**src/design/att_pkg.sv**
```systemverilog
`timescale 1ns / 1ps
// att_pkg: shared types, constants and helpers of the text terminal
// no dependencies

package att_pkg;

    localparam int COLUMNS_DEF    = 80;
    localparam int ROWS_DEF       = 25;
    localparam int MAX_PARAMS_DEF = 8;
    localparam int FQ_DEPTH       = 2;

    localparam logic [7:0]  CH_ESC    = 8'h1B;
    localparam logic [7:0]  CH_SPACE  = 8'h20;
    localparam logic [7:0]  CH_ZERO   = 8'h30;
    localparam logic [7:0]  ATTR_DEF  = 8'h07;
    localparam logic [15:0] CELL_DEF  = 16'h0720;

    typedef enum logic [4:0] {
        K_OTHER, K_DIGIT, K_SEMI, K_LBRK, K_ESC, K_NL, K_CR, K_BS,
        K_SGR, K_ED, K_CUU, K_CUD, K_CUF, K_CUB, K_CUP, K_EL, K_SCP, K_RCP
    } t_kind;

    typedef struct packed {
        logic        rd;
        logic [7:0]  ch;
        logic [10:0] idx;
        t_kind       kind;
    } t_item;

    // ansi color code order to vga color order
    function automatic logic [2:0] fg_code(input logic [2:0] c);
        logic [2:0] r;
        case (c)
            3'd0:    r = 3'd0;
            3'd1:    r = 3'd4;
            3'd2:    r = 3'd2;
            3'd3:    r = 3'd6;
            3'd4:    r = 3'd1;
            3'd5:    r = 3'd5;
            3'd6:    r = 3'd3;
            default: r = 3'd7;
        endcase
        return r;
    endfunction

endpackage

```
**src/design/att_front.sv**
```systemverilog
`timescale 1ns / 1ps
// att_front: input word queue that tags each byte with its kind
// depends on att_pkg

module att_front import att_pkg::*; (
    input  logic        i_clk,
    input  logic        i_rst_n,
    input  logic        i_push,
    output logic        o_full,
    input  logic        i_command,
    input  logic [7:0]  i_char_byte,
    input  logic [10:0] i_cell_index,
    output logic        o_valid,
    output t_item       o_item,
    input  logic        i_take
);
    localparam int FQW = $clog2(FQ_DEPTH);
    localparam int FCW = $clog2(FQ_DEPTH + 1);

    t_item           r_q [FQ_DEPTH];
    logic [FQW-1:0]  r_wp, r_rp;
    logic [FCW-1:0]  r_cnt;
    logic            w_push, w_pop;
    t_kind           w_kind;

    always_comb begin
        unique case (i_char_byte)
            "0", "1", "2", "3", "4", "5", "6", "7", "8", "9": w_kind = K_DIGIT;
            ";":     w_kind = K_SEMI;
            "[":     w_kind = K_LBRK;
            CH_ESC:  w_kind = K_ESC;
            8'h0A:   w_kind = K_NL;
            8'h0D:   w_kind = K_CR;
            8'h08:   w_kind = K_BS;
            "m":     w_kind = K_SGR;
            "J":     w_kind = K_ED;
            "A":     w_kind = K_CUU;
            "B":     w_kind = K_CUD;
            "C":     w_kind = K_CUF;
            "D":     w_kind = K_CUB;
            "H", "f": w_kind = K_CUP;
            "K":     w_kind = K_EL;
            "s":     w_kind = K_SCP;
            "u":     w_kind = K_RCP;
            default: w_kind = K_OTHER;
        endcase
    end

    assign o_full  = (r_cnt == FCW'(FQ_DEPTH));
    assign o_valid = (r_cnt != '0);
    assign o_item  = r_q[r_rp];
    assign w_push  = i_push && !o_full;
    assign w_pop   = i_take && o_valid;

    always_ff @(posedge i_clk) begin
        if (w_push) begin
            r_q[r_wp] <= '{rd: i_command, ch: i_char_byte, idx: i_cell_index, kind: w_kind};
        end
    end

    always_ff @(posedge i_clk) begin
        if (!i_rst_n) begin
            r_wp  <= '0;
            r_rp  <= '0;
            r_cnt <= '0;
        end else begin
            if (w_push) r_wp <= (r_wp == FQW'(FQ_DEPTH - 1)) ? '0 : r_wp + 1'b1;
            if (w_pop)  r_rp <= (r_rp == FQW'(FQ_DEPTH - 1)) ? '0 : r_rp + 1'b1;
            if (w_push && !w_pop) r_cnt <= r_cnt + 1'b1;
            else if (w_pop && !w_push) r_cnt <= r_cnt - 1'b1;
        end
    end

endmodule

```
**config.mk**
```make
export PLATFORM = sky130hd
export DESIGN_NAME = att_front
export DESIGN_NICKNAME = d
export VERILOG_FILES = /design/src/design/att_pkg.sv /design/src/design/att_front.sv
export SDC_FILE = /design/constraint.sdc
export NUM_CORES = 1
export LEC_CHECK = 0
export BUFFER_PORTS_ARGS = -buffer_cell sky130_fd_sc_hd__clkbuf_2
export CAP_MARGIN = 20
export CORE_ASPECT_RATIO = 0.75
export CORE_MARGIN = 1
export CORE_UTILIZATION = 35
export DETAILED_ROUTE_END_ITERATION = 6
export PLACE_DENSITY_LB_ADDON = 0.1
export SYNTH_ARGS = -nofsm -noshare
export SYNTH_HDL_FRONTEND = slang
export SYNTH_SLANG_ARGS = --single-unit
```
**constraint.sdc**
```tcl
create_clock -name i_clk -period 4.8 [get_ports i_clk]
set_clock_uncertainty 0.1 [all_clocks]
set_input_delay 0.48 -clock i_clk [delete_from_list [all_inputs] [get_ports i_clk]]
set_output_delay 0.48 -clock i_clk [all_outputs]
set_load 0.05 [all_outputs]
```
Yosys cells after proc, flatten, opt, wreduce, memory -nomap -nowiden:

Memory sizes are Yosys's and may differ from the RTL's. A register that Yosys moved wholly into a read port is not among the register bits.
Cells that the tools add are included.

* reductions and logical operators: 9
* add/sub/neg operators: 4
* mux-type cells: 9
* equality and inequality tests: 1

Operators by type and width (count)
* $mux 1: 6
* $mux 5: 1
* $logic_and 1x1->1: 4
* $mux 2: 2
* $reduce_bool 2->1: 2
* $logic_not 1->1: 3
* $add 1x1->1 const B: 2
* $add 2x1->2 const B: 1
* $eq 2x2->1 const B: 1
* $sub 2x1->2 const B: 1

* output and inout port bits: 27
* memory bits (writable): 50
* word-level logic and storage cells: 28
* register bits: 4
* memories kept: 2
* ROM bits: 640

Memory list
* (no name shown): words 128, width 5, read ports 1, clocked after memory_dff 0, wr ports 0, RTL line att_front.sv:27 `unique case (i_char_byte)`
* r_q: words 2, width 25, read ports 1, clocked after memory_dff 1, wr ports 1, RTL line att_front.sv:20 `t_item r_q [FQ_DEPTH];`

Longest topological paths before layout:

* depth in word-level cells: 7
* depth in mapped cells: 7
* depth with buffers taken out: 7

Worst setup path after synthesis:

No wires, ideal clock.

* path kind: register to register
* from: register r_cnt[0]
* to: memory r_q[0][0] (netlist bit), enable pin
* clock period less this slack: 3132 ps
* library setup time: 441 ps
* arrival time: 2592 ps
* data required time: 4259 ps
* stages on the path, launching flop included: 4
* slack: 1668 ps
* path through: dfxtp_1 -> nand2b_1 -> inv_1 -> nor3_1

* word-level cells in the longest chain between the ends: 5

Ends and longest elaborated chain
* from (decl): RTL line att_front.sv:22 `logic [FCW-1:0] r_cnt;`
* from (signal assigned): RTL line att_front.sv:69 `if (w_push && !w_pop) r_cnt <= r_cnt + 1'b1;`
* from (signal assigned): RTL line att_front.sv:70 `else if (w_pop && !w_push) r_cnt <= r_cnt - 1'b1;`
* $eq 2x2->1: RTL line att_front.sv:49 `assign o_full = (r_cnt == FCW'(FQ_DEPTH));`
* named net o_full: RTL line att_front.sv:9 `output logic o_full,`
* $logic_not 1->1: RTL line att_front.sv:52 `assign w_push = i_push && !o_full;`
* $logic_and 1x1->1: RTL line att_front.sv:52
* $mux 1: RTL line att_front.sv:56 `if (w_push) begin`
* $mux 1 (implied by the code): RTL line att_front.sv:57 `r_q[r_wp] <= '{rd: i_command, ch: i_char_byte, idx: i_cell_index, kind: w_kind};`
* to (decl): RTL line att_front.sv:20

The timed path passes the listed nets, and every way through them passes these cells.

==> reports/metrics.yaml <==
worst_hold_path:
  hold_path.class: "input pin to flip-flop"
  min_path_cells: 1
run:
  cap_viol_max_count: 0
sta:
  worstMarginPinSlew_ps: 491
  slew_violations: 0
  hold_violations: 0
  rsz0062_at_grt: "false"
  fmax_mhz: 427
  period_minus_slack_ps: 2340
  fin_setup_tns_ps: 0
  finalSetupViolCount: 0
  hold_ws_ps: 252
  fin_crit_sh: 0.487
  max_slew_margin: 0.672
synthesis:
  synth_edf_count: 50
  synth_area_leaders: "edfxtp_1 (59%), mux2_2 (12%), dfxtp_1 (4.0%), ha_1 (3.5%), inv_1 (1.3%)"
  yosysTopAreaCellShare: 0.593
  synthTopCellsByCount: "edfxtp_1 (50), mux2_2 (26), inv_1 (9)"
  ys_ff_latch: 55
  syn_nets: 198
  ys_types: 44
  netlist_area_mm2: 0.00253
  ys_async_sr_fraction: 0
  yosysMostFrequentCell: "edfxtp_1"
  netlist_instances: 167
  syn_avg_cell_area_um2: 15.2
  synth_warnings: 0
  synth_top_area_cell: "edfxtp_1"
  yosysSeqAreaShare: 0.632
  ys.flop_type: "edfxtp_1"
placed_design:
  dp_hpwl_mm: 3.24
  place_area_mm2: 0.00289
  io_buffers: 50
  gp_congestion: 0.880
  place_inst: 310
setup_path:
  critPathLaunchType: "flip-flop"
  critical-path-slowest-cell: "dfxtp_1"
  cp-end-kind: "output port"
  rr_worst_depth: 6
  cp_max_fo: 18
  path_cells: "buf_16 -> mux2_2 -> clkbuf_2"
  crit_type: "flip-flop to output port"
  worstPathArrival_ps: 1760
  cp.required_ps: 4220
  slowest_delay_ps: 640
final_layout:
  antenna_cells: 0
  drive_gt1_frac: 0.423
  finalNetCount: 250
  fin_area_mm2: 0.00300
  area_delta_synth_final_pct: 18.6
  regArea_mm2: 0.00160
  finalNonFillerCells: 318
  fillerInstances: 647
  multi_input_area_um2: 842
routing:
  vias: 1515
  m1WireLength_mm: 2.14
  ant_nets: 0
  wl_met2_mm: 2.20
  detail_route.vias_per_cell: 4.76
  drt-pass1-iter-count: 4
  highest_layer: "met4"
  finalWirelength_mm: 4.67
  route.met3.wl_um: 250
  avgRoutedWirePerCell_um: 14.7
  drc: 0
  drtIter0Drc: 130
clock_network:
  root_buffer: "clkbuf_8"
  cts_hold_buf: 0
  ctsResizeCount: 0
  clk_path_buf_depth: 2
  cts_setup_buffers: 0
  clk_pin_slew_ps: 100
  cts_tree: "yes"
  cts_made_buffers: 5
  clk_latency_ps: 300
  htreeDepth: 2
  numClockSinks: 55
grt:
  grt_remaining_overflow: 0
  grt_max_degree: 26
  antenna_found_initial: 0
  grt_pass1_vias: 1495
  track_usage: 0.135
  grt_first_pass_wirelength_mm: 7.51
die:
  io_pins: 51
  die_area_mm2: 0.00759
  die_height_um: 75.7
  core_mm2: 0.00690
  rows: 26
  die_w_um: 100
  start_util: 0.367
pwr:
  p_leak_nw: 1.16
  worst_ir_drop_vdd_mv: 0.346
  p_per_area_mw_per_mm2: 524
  p_total_mw: 1.57
outcome:
  status: "completed"
## final timing paths
kind,start,endpoint,slack (ps)
worst max-delay path,flip-flop,o_item[3],2460
worst min-delay path,i_cell_index[2],r_q[1][7],250
worst max register to register,r_cnt[0],r_cnt[1],3050
worst min register to register,r_rp,flip-flop,420
## routing by layer
metal  vias up  GRT usage
met5         -          0
met4         0     0.0580
met3         9     0.0349
met2        50      0.225
met1       722      0.169
li1        734          -
## cells by family after synthesis
kind of cell | share of synthesized area
compound gates | 0.0612
fa+ha+maj | 0.0346
simple gates | 0.0924
buf+inv | 0.0375
flops | 0.632
mux | 0.132
xor+xnor | 0.0104
## registers in the layout (all words and copies together) (netlist names), named ones only
signal  cells
r_rp        1
r_wp        1
r_cnt       2
r_q        50
## power breakdown
part | switching (mW) | internal [mW]
clock | 0.152 | 0.158
sequential | 0.0341 | 0.604
combinational | 0.439 | 0.187
## placed cells by master (no fill, tap or decap), drive strengths merged, types with 2 or more instances in the layout
cell,count
a21oi,2
mux2,27
a32oi,2
nor4b,2
inv,10
nor3,2
nor4,2
and4b,2
and2,2
o21ai,5
mux2i,3
or3,3
ha,7
edfxtp,50
o221a,2
nand2b,5
buf,3
xor2,3
clkbuf,56
dfxtp,5
nor2b,2
nor2,7
nand2,2
## layout make-up
class                   count  area share
well taps                  98      0.0408
repair buffers             53      0.0975
clock inverters             2      0.0129
flip-flops and latches     55       0.533
inverters                   9      0.0112
multi-input cells          95       0.280
clock buffers               6      0.0242
## through the flow
stage                     utilization  setup slack [ps]
after CTS                       0.436              2410
final                           0.436              2460
after detailed placement        0.419              2750
after global placement          0.415              2420
after global routing            0.436              2360
after floorplan                     -              1670
## critical path, delay by kind of cell, from the launching register on
family / cells / cell delay (ps)
buffers and inverters: 2 / 460
DFF: 1 / 640
muxes: 1 / 350
(Power assumes the default switching activity.)
